==> src/rtl/gnnr_ram.sv <==
// ----------------------------------------------------------------------------
// gnnr_ram
// Generic single-write, single-read RAM with registered read data.
// ----------------------------------------------------------------------------
module gnnr_ram #(
	parameter int WIDTH = 8,
	parameter int DEPTH = 32
) (
	input  logic                     clk,
	input  logic                     we,
	input  logic [$clog2(DEPTH)-1:0] waddr,
	input  logic [WIDTH-1:0]         wdata,
	input  logic [$clog2(DEPTH)-1:0] raddr,
	output logic [WIDTH-1:0]         rdata
);

	logic [WIDTH-1:0] mem [DEPTH];

	always_ff @(posedge clk) begin
		if (we) begin
			mem[waddr] <= wdata;
		end
		rdata <= mem[raddr];
	end

endmodule

==> config.mk <==
export PLATFORM = sky130hd
export DESIGN_NAME = gnnr_ram
export DESIGN_NICKNAME = d
export VERILOG_FILES = /design/src/rtl/gnnr_ram.sv
export SDC_FILE = /design/constraint.sdc
export NUM_CORES = 1
export LEC_CHECK = 0
export BUFFER_PORTS_ARGS = -buffer_cell sky130_fd_sc_hd__buf_2
export CORE_ASPECT_RATIO = 1.5
export CORE_MARGIN = 2
export CORE_UTILIZATION = 61
export DETAILED_ROUTE_END_ITERATION = 10
export PLACE_DENSITY = 0.78
export SKIP_CTS_REPAIR_TIMING = 1
export SLEW_MARGIN = 20
export SYNTH_ARGS = -nofsm -noshare
export SYNTH_HDL_FRONTEND = slang
export SYNTH_SLANG_ARGS = --single-unit
==> constraint.sdc <==
create_clock -name clk -period 3.2 [get_ports clk]
set_input_delay 0.64 -clock clk [delete_from_list [all_inputs] [get_ports clk]]
set_output_delay 0.64 -clock clk [all_outputs]
set_load 0.05 [all_outputs]
Word-level counts from Yosys, hierarchy flattened
Memories as Yosys holds them, arrays and structs flattened. A register that Yosys moved wholly into a read port is not among the register bits.
Index checks and enable logic that the tools add are counted.
{"block": "op_classes", "muxes": 2}
{"cell": "1-bit two-way mux", "n": 2}
{"block": "word_totals", "output_inout_bits": 8, "reg_bits": 0, "memories": 1, "ram_bits": 256}
{"name": "mem", "words": 32, "word_bits": 8, "read_ports": 1, "rd_ports_with_merged_regs": 1, "wr": 1, "line_no": "17", "text": "logic [WIDTH-1:0] mem [DEPTH];"}

Depth between registers and ports, before layout
{"block": "depth", "word_depth": 2, "depth_mapped": 5, "depth_no_buf": 3}

Least setup slack after synthesis
Ideal clock, no wire load.
{"block": "synth_timing", "path_type": "input to register", "from": "input raddr[2]", "to": "register rdata[0] (read register of mem)", "t_required_ns": 3.079, "setup_ns": 0.121, "n_path_buf": 2, "t_arrival_ns": 2.322, "slack_ns": 0.758, "path_stages": 5, "cell_sequence": "clkbuf_1 > clkbuf_1 > mux4_2 > mux4_2 > mux2_2"}
{"element": "from (decl)", "line_no": "13", "text": "input logic [$clog2(DEPTH)-1:0] raddr,"}
{"element": "to (decl)", "line_no": "14", "text": "output logic [WIDTH-1:0] rdata"}

==> results_dict.tcl <==
set metrics [dict create \
    status "finished clean" \
    cts_buffers 23 \
    synthToLayoutAreaGrowth_pct 11.46 \
    die_height_um 161.2 \
    synth_warnings 0 \
    htree_levels 1 \
    setup_viol 0 \
    cellPowerDensity_nw_per_um2 611.8 \
    grt_max_degree 65 \
    die_area_um2 17550 \
    cts.path.max_buffers 3 \
    layout-drive-gt1-share_pct 34.10 \
    num_vias 4432 \
    syn_avg_cell_area_um2 24.11 \
    timing.critical_path.mode_cell "mux4_2" \
    crit_fanout 26 \
    cts_sinks 264 \
    netlist_area_um2 10050 \
    synth.area.top_cells "edfxtp_1, mux4_2, dfxtp_1, nor2_1, mux2_2" \
    finalCritPeriodShare_pct 68.29 \
    synth_top_family_by_area "multiplexers" \
    dp_hpwl_um 12290 \
    slew_headroom_pct 36.59 \
    fin_skew_ps 9.963 \
    arrival_ps 2570 \
    cpPeakStageDelay_ps 590 \
    start_util_pct 62.10 \
    stdcell_count 687 \
    crit_slowest_cell "mux4_2" \
    first_iter_violations 507 \
    fmax_mhz 457.6 \
    pre_cts_slack_ps 454.7 \
    avgViaCountPerCell 6.451 \
    finalMaxSlewViolations 0 \
    required_ps 3590 \
    holdWs_ps 579.5 \
    cts_root_buf "clkbuf_16" \
    layout_common_cells "edfxtp_1, mux4_2, nor2_1" \
    drc_errors 0 \
    fin_crit_ps 2185 \
    dpl_cell_area_um2 10510 \
    drv_cap 0 \
    rsz0062_at_grt "no" \
    setup_ws_ps 1015 \
    grt_pass1_vias 4623 \
    synth_compound_area_share_pct 0 \
    io_pins 28 \
    critPathKind "in2reg" \
    irDropWorstVdd_mv 0.5112 \
    ant_nets 0 \
    startpoint_type "input pin" \
    crit_chain "buf_4 > buf_12 > mux4_2 > mux4_2 > mux2_2" \
    dp.cells 647 \
    synth_adder_area_share_pct 0 \
    worstMarginPinSlew_ps 947.7 \
    diodes 0 \
    cts_tree "built" \
    final_nets 486 \
    ys_ff_latch 264 \
    multiInputGateArea_um2 2100 \
    synth_top_cell_by_area "edfxtp_1" \
    coreArea_um2 16190 \
    synthMuxAreaShare_pct 18.82 \
    place.gp.congestion 0.7985 \
    overflow 0 \
    antenna_found_initial 0 \
    grt_util_all_layers_pct 24.01 \
    port_buffers 27 \
    yosys.area_share.simple_pct 2.066 \
    regArea_um2 7848 \
    yosysSeqAreaShare_pct 78.06 \
    crit_path_end_kind "register" \
    final_common_cell "edfxtp_1" \
    syn_inst 417 \
    wl_per_cell_um 28.86 \
    clkSlewWorstSetupHoldPaths_ps 70 \
    dr.pass1.iters 5 \
    clk-insertion-delay-late_ps 500 \
    die_w_um 108.8 \
    setup-tns-final_ps 0 \
    synth_top_area_share_pct 76.47 \
    p_leak_nw 3.519 \
    hold_viol 0 \
    stdcell_area_um2 11210 \
    routed_wirelength_um 19830 \
    fillers 927 \
    synth_cell_types 15 \
    synthesis.nets 437 \
    placementRows 57 \
    hold_path_class "in2reg" \
    synth-xor-area-share_pct 0 \
    grt_pass1_wl_um 29690 \
]
sequential cells by signal (all words and copies together) (netlist names):
| register | flops |
|---|---|
| mem | 256 |
| rdata | 8 |
cell type report:
cell class | instances | share of cell area (%)
repair buffers | 44 | 2.702
well taps | 206 | 2.300
flip-flops and latches | 264 | 70.03
clock buffers | 36 | 5.840
clock inverters | 4 | 0.3908
multi-input cells | 133 | 18.74
critical path: cells and delay by family:
family,cells,cell delay (ps)
mux,3,1410
buf+inv,2,490
power breakdown:
part	leakage (nW)	total [W]	internal, W	switching (W)
sequential	2.37	0.00386	0.00384	0.0000179
combinational	0.805	0.000404	0.000158	0.000245
clock	0.340	0.00259	0.00148	0.00111
per-layer routing:
| layer | share of wire [%] | up-vias | track usage, % |
|---|---|---|---|
| li1 | - | 1876 | - |
| met1 | 38 | 2322 | 35.23 |
| met2 | 52 | 204 | 38.89 |
| met3 | 7.4 | 30 | 3.349 |
| met4 | 2.2 | 0 | 6.585 |
| met5 | 0 | - | 0 |
through the flow:
stage | power [W] | utilization (%)
6_report | 0.006856 | 69.22
4_1_cts | 0.006887 | 69.22
2_1_floorplan | 0.004183 | -
3_3_place_gp | 0.004331 | 64.90
5_1_grt | 0.007031 | 69.22
3_5_place_dp | 0.004344 | 64.90
worst paths after layout:
kind,from,endpoint,slack [ps],cells past startpoint
worst max-delay path,raddr[0],rdata[5],1010,5
worst min-delay path,raddr[3],rdata[2],580,2
worst max register to register,mem[21][5],rdata[5],1360,3
worst min register to register,mem[12][7],rdata[7],910,3
kinds of logic after synthesis:
logic type,after synthesis
mux,88
simple gates,45
flops,264
buf+inv,20
cells in the mapped netlist (all sizes together):
cell type,number
clkbuf,6
or3,1
nand2,1
or3b,3
buf,14
nand3,2
nor2,33
nand3b,5
mux2,8
dfxtp,8
mux4,80
edfxtp,256
Power figures use the tool's default switching activity.
