[src/rtl/gnnr_pkg.sv]
// ----------------------------------------------------------------------------
// gnnr_pkg
// Shared types and constants of the greedy nearest-neighbor route builder.
// ----------------------------------------------------------------------------
package gnnr_pkg;

	localparam int MAX_NODES    = 32;
	localparam int MAX_VEHICLES = 8;
	localparam int NODE_W       = $clog2(MAX_NODES);
	localparam int NN_W         = NODE_W + 1;
	localparam int VEH_W        = $clog2(MAX_VEHICLES);
	localparam int NV_W         = 4;
	localparam int DIST_W       = 16;
	localparam int DEM_W        = 8;
	localparam int COST_W       = 24;
	localparam int DADDR_W      = 2 * NODE_W;
	localparam int DIST_DEPTH   = MAX_NODES * MAX_NODES;
	localparam int CFG_IDX_W    = 2;
	localparam int CFG_DATA_W   = 8;

	localparam logic [COST_W-1:0] COST_MAX = {COST_W{1'b1}};

	typedef enum logic [1:0] {
		REQ_DEMAND = 2'd0,
		REQ_DIST   = 2'd1,
		REQ_RUN    = 2'd2
	} req_t;

	typedef enum logic [CFG_IDX_W-1:0] {
		CFG_CAPACITY = 2'd0,
		CFG_VEHICLES = 2'd1,
		CFG_NODES    = 2'd2
	} cfg_idx_t;

	typedef enum logic [1:0] {
		ST_IDLE,
		ST_SCAN,
		ST_FLUSH,
		ST_DECIDE
	} seq_state_t;

	typedef struct packed {
		logic [DEM_W-1:0] capacity;
		logic [NV_W-1:0]  vehicle_count;
		logic [NN_W-1:0]  node_count;
	} cfg_t;

	typedef struct packed {
		logic [VEH_W-1:0]  vehicle_id;
		logic [NODE_W-1:0] to_node;
		logic [DIST_W-1:0] leg_distance;
		logic [COST_W-1:0] vehicle_cost;
		logic [DEM_W-1:0]  load_left;
		logic              all_served;
		logic              last_result;
	} result_t;

endpackage

[src/rtl/gnnr_seq.sv]
// ----------------------------------------------------------------------------
// gnnr_seq
// Route sequencer: scans candidate nodes through one compare unit, one per
// cycle, then commits the pick or the depot return.
// ----------------------------------------------------------------------------
module gnnr_seq (
	input  logic                              clk,
	input  logic                              arst_n,
	input  logic                              run_start,
	input  gnnr_pkg::cfg_t                    cfg,
	input  logic [gnnr_pkg::DIST_W-1:0]       dist_rd,
	input  logic [gnnr_pkg::DEM_W-1:0]        dem_rd,
	input  logic                              slot_free,
	output logic                              busy,
	output logic [gnnr_pkg::DADDR_W-1:0]      dist_raddr,
	output logic [gnnr_pkg::NODE_W-1:0]       dem_raddr,
	output logic                              emit,
	output gnnr_pkg::result_t                 emit_res
);
	import gnnr_pkg::*;

	seq_state_t state_q, state_d;

	logic [NODE_W-1:0]    j_q;
	logic [NODE_W-1:0]    j_s1;
	logic                 valid_s1;
	logic [NN_W-1:0]      nn_q;
	logic [NV_W-1:0]      nv_q;
	logic [VEH_W-1:0]     v_q;
	logic [NODE_W-1:0]    cur_q;
	logic [DEM_W-1:0]     load_q;
	logic [COST_W-1:0]    cost_q;
	logic [MAX_NODES-1:0] visited_q;
	logic                 found_q;
	logic [NODE_W-1:0]    best_q;
	logic [DIST_W-1:0]    bestd_q;
	logic [DEM_W-1:0]     bestdem_q;

	logic                 last_scan;
	logic                 last_veh;
	logic                 cand;
	logic [DIST_W-1:0]    add_d;
	logic [COST_W:0]      sum;
	logic [COST_W-1:0]    new_cost;
	logic                 unserved;
	logic [NN_W-1:0]      nn_in;
	logic [NV_W-1:0]      nv_in;

	assign last_scan = ({1'b0, j_q} == nn_q - NN_W'(1));
	assign last_veh  = ({1'b0, v_q} + NV_W'(1)) == nv_q;
	assign cand      = valid_s1 && !visited_q[j_s1] && (dem_rd <= load_q) &&
			(!found_q || (dist_rd < bestd_q));
	assign add_d     = found_q ? bestd_q : dist_rd;
	assign sum       = {1'b0, cost_q} + (COST_W+1)'(add_d);
	assign new_cost  = sum[COST_W] ? COST_MAX : sum[COST_W-1:0];

	always_comb begin
		nn_in = cfg.node_count;
		if (cfg.node_count == '0) begin
			nn_in = NN_W'(1);
		end else if (cfg.node_count > NN_W'(MAX_NODES)) begin
			nn_in = NN_W'(MAX_NODES);
		end
		nv_in = cfg.vehicle_count;
		if (cfg.vehicle_count == '0) begin
			nv_in = NV_W'(1);
		end else if (cfg.vehicle_count > NV_W'(MAX_VEHICLES)) begin
			nv_in = NV_W'(MAX_VEHICLES);
		end
	end

	always_comb begin
		unserved = 1'b0;
		for (int i = 0; i < MAX_NODES; i++) begin
			if (!visited_q[i] && (NN_W'(i) < nn_q)) begin
				unserved = 1'b1;
			end
		end
	end

	always_comb begin
		state_d = state_q;
		case (state_q)
			ST_IDLE: begin
				if (run_start) begin
					state_d = ST_SCAN;
				end
			end
			ST_SCAN: begin
				if (last_scan) begin
					state_d = ST_FLUSH;
				end
			end
			ST_FLUSH: begin
				state_d = ST_DECIDE;
			end
			ST_DECIDE: begin
				if (slot_free) begin
					if (found_q || !last_veh) begin
						state_d = ST_SCAN;
					end else begin
						state_d = ST_IDLE;
					end
				end
			end
			default: begin
				state_d = ST_IDLE;
			end
		endcase
	end

	always_comb begin
		busy       = (state_q != ST_IDLE);
		dist_raddr = (state_q == ST_SCAN) ? {cur_q, j_q} : {cur_q, NODE_W'(0)};
		dem_raddr  = j_q;
		emit       = (state_q == ST_DECIDE) && slot_free;
		emit_res.vehicle_id   = v_q;
		emit_res.vehicle_cost = new_cost;
		if (found_q) begin
			emit_res.to_node      = best_q;
			emit_res.leg_distance = bestd_q;
			emit_res.load_left    = load_q - bestdem_q;
			emit_res.all_served   = 1'b0;
			emit_res.last_result  = 1'b0;
		end else begin
			emit_res.to_node      = '0;
			emit_res.leg_distance = dist_rd;
			emit_res.load_left    = load_q;
			emit_res.all_served   = last_veh && !unserved;
			emit_res.last_result  = last_veh;
		end
	end

	always_ff @(posedge clk or negedge arst_n) begin
		if (!arst_n) begin
			state_q   <= ST_IDLE;
			j_q       <= '0;
			j_s1      <= '0;
			valid_s1  <= 1'b0;
			nn_q      <= NN_W'(1);
			nv_q      <= NV_W'(1);
			v_q       <= '0;
			cur_q     <= '0;
			load_q    <= '0;
			cost_q    <= '0;
			visited_q <= '0;
			found_q   <= 1'b0;
			best_q    <= '0;
			bestd_q   <= '0;
			bestdem_q <= '0;
		end else begin
			state_q  <= state_d;
			valid_s1 <= (state_q == ST_SCAN);
			j_s1     <= j_q;
			if (cand) begin
				found_q   <= 1'b1;
				best_q    <= j_s1;
				bestd_q   <= dist_rd;
				bestdem_q <= dem_rd;
			end
			case (state_q)
				ST_IDLE: begin
					if (run_start) begin
						nn_q      <= nn_in;
						nv_q      <= nv_in;
						v_q       <= '0;
						cur_q     <= '0;
						load_q    <= cfg.capacity;
						cost_q    <= '0;
						visited_q <= MAX_NODES'(1);
						j_q       <= '0;
						found_q   <= 1'b0;
					end
				end
				ST_SCAN: begin
					j_q <= j_q + NODE_W'(1);
				end
				ST_DECIDE: begin
					if (slot_free) begin
						j_q     <= '0;
						found_q <= 1'b0;
						if (found_q) begin
							load_q            <= load_q - bestdem_q;
							cost_q            <= new_cost;
							visited_q[best_q] <= 1'b1;
							cur_q             <= best_q;
						end else if (!last_veh) begin
							v_q    <= v_q + VEH_W'(1);
							cur_q  <= '0;
							load_q <= cfg.capacity;
							cost_q <= '0;
						end else begin
							cost_q <= new_cost;
							cur_q  <= '0;
						end
					end
				end
				default: begin
				end
			endcase
		end
	end

endmodule

[config.mk]
export PLATFORM = sky130hd
export DESIGN_NAME = gnnr_seq
export DESIGN_NICKNAME = d
export VERILOG_FILES = /design/src/rtl/gnnr_pkg.sv /design/src/rtl/gnnr_seq.sv
export SDC_FILE = /design/constraint.sdc
export NUM_CORES = 1
export LEC_CHECK = 0
export ABC_AREA = 1
export BUFFER_PORTS_ARGS = -buffer_cell sky130_fd_sc_hd__buf_2
export CORE_MARGIN = 2
export CORE_UTILIZATION = 63
export CTS_CLUSTER_SIZE = 40
export DETAILED_ROUTE_END_ITERATION = 16
export HOLD_SLACK_MARGIN = 0.1
export PLACE_DENSITY = 0.86
export SYNTH_ARGS = -nofsm -noshare
export SYNTH_HDL_FRONTEND = slang
export SYNTH_SLANG_ARGS = --single-unit
[constraint.sdc]
create_clock -name clk -period 4.9 [get_ports clk]
set_clock_uncertainty 0.15 [all_clocks]
set_input_delay 0.98 -clock clk [delete_from_list [all_inputs] [get_ports clk]]
set_output_delay 0.98 -clock clk [all_outputs]
set_load 0.02 [all_outputs]
Word-level counts from Yosys, hierarchy flattened

Index checks and enable logic that the tools add are counted.

Bits in registers: 125
Logic and storage cells: 241
Output and inout port bits: 75

Multiplexer cells: 79
Equality and inequality tests: 12
Order comparisons: 39
Add/subtract/negate cells: 6
Reduce and logical (&&, ||, !) cells: 89
Bitwise gates (word level): 1

Operator list:

| kind                                               | number |
|---|---|
| two-way mux 24 bit                                 | 5 |
| < comparator 5 x 6 -> 1 bit, first input constant  | 16 |
| two-way mux 32 bit                                 | 3 |
| case mux 32 bit (2 select lines)                   | 1 |
| < comparator 4 x 6 -> 1 bit, first input constant  | 8 |
| case mux 24 bit (2 select lines)                   | 1 |
| logical AND 1 bit                                  | 38 |
| two-way mux 1 bit                                  | 38 |
| logical NOT 1 bit                                  | 36 |
| two-way mux 8 bit                                  | 4 |
| OR 32 bit                                          | 1 |
| adder 24 x 16 -> 25 bit                            | 1 |
| two-way mux 5 bit                                  | 5 |
| < comparator 3 x 6 -> 1 bit, first input constant  | 4 |
| two-way mux 21 bit                                 | 1 |
| < comparator 16 bit                                | 1 |
| two-way mux 16 bit                                 | 1 |
| case mux 8 bit (2 select lines)                    | 1 |
| case mux 5 bit (3 select lines)                    | 1 |
| < comparator 1 x 6 -> 1 bit, first input constant  | 2 |
| < comparator 2 x 6 -> 1 bit, first input constant  | 2 |
| < comparator 5 x 6 -> 1 bit, second input constant | 2 |
| two-way mux 3 bit                                  | 4 |
| two-way mux 6 bit                                  | 2 |
| 34 further kinds                                   | 48 |

Longest topological paths before layout

Depth after elaboration: 37
Mapped depth: 18
Mapped depth without buffers: 16

Least setup slack after synthesis

No wires, ideal clock.

Kind: input -> output
Start: in dist_rd[0] (netlist bit)
End: out emit_res[25] (netlist bit)
Path buffers: 1
Setup slack: 0.433 ns
Stages on the path: 15
Arrival: 3.337 ns
Path through: inv_1 > o21ai_0 > ha_1 > inv_1 > fa_1 > inv_1 > nand3_1 > nand2_1 > nand2_1 > nand2_1 > nand2_1 > nand2_2 > nand3b_4 > buf_6 > nand3_1

RTL lines:

| item               | RTL line       | text |
|---|---|---|
| start: declaration | gnnr_seq.sv:11 | `input logic [gnnr_pkg::DIST_W-1:0] dist_rd,` |
| end: declaration   | gnnr_seq.sv:18 | `output gnnr_pkg::result_t emit_res` |

==> run metrics <==
outcome=finished clean; VDD IR-drop max=0.000410 V; Synth Warn #=0; Total GRT Usage=34.7%; port bufs=120; max-slew violation count=0; register bit total from synthesis=125; measured slew at the worst slew-check pin=1.03 ns; Post-Syn Area=8770 µm²; leakage=5.51 nW; hold buffers post-CTS=0; simple-gate share of the synthesized area=31.9%; Routed Antenna Nets=0; WL/cell=16.1 µm; root buffer cell=clkbuf_16; main combinational cell family by area after synthesis=simple AND/OR/NAND/NOR gates; FILL cells=1105; final worst setup slack=0.146 ns; layout cell share with drive strength beyond 1=14.3%; DRC=0; pre-CTS WS=0.313 ns; Layout Cells excl Fill=1562; Rel. slew slack=31.2%; Core Footprint=13700 µm²; hpwl dp=18100 µm; top-area cell type share of the netlist area=35.1%; Hold Crit Class=register to register; antenna cells=0; Worst EP arrival=3.62 ns; post-synth top area cell=dfrtp_1; post-layout min period=4.75 ns; Gate Count Post-Synth=1253; CTS clk-pin slew, worst paths=0.06 ns; Post-synth ARST share=100%; DIE WIDTH=122 µm; Clock Sinks=125; FP Rows=43; R2R Path Start=found_q; # H-tree levels=4; first-pass GRT wire length=40500 µm; Synth Area in XOR/XNOR=2.10%; Pwr Density=626 nW/µm²; final WL=25100 µm; Synth Area in Compound Gates=12.0%; CP required=3.77 ns; crit path launch=found_q; initial antenna violation count=0; leading cell types by count after synthesis=408 x nand2_1, 173 x inv_1, 123 x dfrtp_1, 108 x nand3_1, 75 x o21ai_0; Pre-Repair DR Iteration Count=6; post-synthesis adder-cell area fraction=8.45%; Ports=121; Num CTS Buffers=17; Mean Syn Cell Area=7.00 µm²; FF+latch area=3130 µm²; largest net degree at the start of global routing=83; synth-to-layout area growth=15.5%; clk buf depth=2; largest cells by area after synthesis=dfrtp_1 35%, nand2_1 17%, ha_1 8.0%, inv_1 7.4%, nand3_1 6.2%; endpoints failing setup=0; max cap viols=0; GRT overflow=0; CP Launch Type=register; Final #Nets=1473; fmax=210 MHz; clock latency on the worst-skew pair=0.43 ns; post-synthesis mux area share=0%; DR vias/cell=5.71; Initial Util=63.9%; ys flop type=dfrtp_1; fin crit share=97.0%; syn nets=1357; TritonCTS clock tree=built; initial DRC count=840; Multi-input gate area=4770 µm²; Distinct cells, synth=48; Inst Count DP=1528; hold wc startpoint=bestd_q[3]; crit path kind=register to output port; Final Hold Fails=0; post-synthesis sequential area ratio=35.7%; via count=8921; count leader, synth=nand2_1; die area=14900 µm²; Final Hold Slack=0.320 ns; vias in the first global route=8591; die height=122 µm; number of synthesized flops with an enable pin=0; Crit. End Element=output port; routability cong.=0.970; CP Max Fanout=10
[sequential cells by signal (all words and copies together) (netlist names)]
name / cells
dem_raddr: 5
bestd_q: 16
found_q: 1
valid_s1: 1
cost_q: 24
bestdem_q: 8
nn_q: 6
cur_q: 5
load_q: 8
visited_q: 32
v_q: 3
nv_q: 4
state_q: 2
j_s1: 5
best_q: 5
[metal layers]
metal / GRT usage [%] / routed length [µm]
met5: 0 / 0
met4: 16.7 / 788
met3: 8.10 / 2110
met2: 58.1 / 12000
met1: 42.3 / 10300
[placed cells by master, fill, tap and decap left out, types with 6 or more instances in the layout]
| master | n |
|---|---|
| a21oi_1 | 74 |
| o211ai_1 | 7 |
| nor3_1 | 19 |
| buf_2 | 119 |
| inv_6 | 6 |
| nand3_1 | 108 |
| or2_2 | 7 |
| o21ai_1 | 11 |
| ha_1 | 56 |
| nor2_1 | 62 |
| inv_1 | 173 |
| xor2_1 | 7 |
| clkbuf_16 | 17 |
| dfrtp_1 | 123 |
| nand4_1 | 19 |
| o21ai_0 | 73 |
| xnor2_1 | 14 |
| nand2_1 | 408 |
| buf_4 | 8 |
[power by group]
group,total (mW),switching (mW),internal [mW]
Sequential,1.57,0.273,1.30
Combinational,3.43,2.33,1.10
Clock,1.33,0.505,0.824
[critical path, cell delays in order (launching register included)]
cell,delay (ns)
dfrtp_1,0.52
clkinvlp_4,0.22
buf_4,0.20
o21ai_0,0.40
ha_1,0.37
a21oi_1,0.30
inv_1,0.09
nor2_1,0.11
nand2_1,0.14
nand3_1,0.10
nand2_1,0.21
or2_2,0.37
buf_2,0.17
[kinds of logic (layout without fill, tap and decap cells)]
kind of cell               Yosys count  after routing
buffers and inverters              210            339
adders and majority gates           58             58
xor gates and xnor gates            21             21
AOI/OAI and AO/OA                  191            191
and+or+nand+nor                    648            648
DFF                                125            125
[worst paths after layout]
check | to | slack (ns) | cells past startpoint
worst min register to register | bestd_q[3] | 0.32 | 2
min in group asynchronous | nv_q[3] | 0.58 | 1
worst max-delay path | emit_res[18] | 0.15 | 12
worst min-delay path | bestd_q[3] | 0.32 | 2
max in group asynchronous | cost_q[18] | 3.21 | 2
worst max register to register | cost_q[8] | 1.41 | 13
[final cells by class]
cell class | count | area share (%)
clock buffers | 18 | 4.34
inverters | 177 | 6.70
repair buffers | 129 | 6.79
well taps | 180 | 2.23
flip-flops and latches | 125 | 30.9
clock inverters | 14 | 1.80
repair inverters | 1 | 0.0742
multi-input cells | 918 | 47.1
[through the flow]
stage          TNS [ns]  cell area (µm²)  total power, mW  utilization [%]
4_1_cts               0            10100             6.25             73.6
5_1_grt        -0.00913            10100             6.79             73.8
3_3_place_gp          0             9480             4.79             69.1
3_5_place_dp          0             9480             4.89             69.1
2_1_floorplan         0             8770             4.00                -
6_report              0            10100             6.33             73.8
[timing repair]
| action | CTS | global route |
|---|---|---|
| endpoints found under the hold margin | 0 | 0 |
| endpoints found under the setup margin | 0 | 24 |
| setup buffers | 0 | 1 |
| resized for setup | 0 | 5 |
Power figures use the tool's default switching activity.
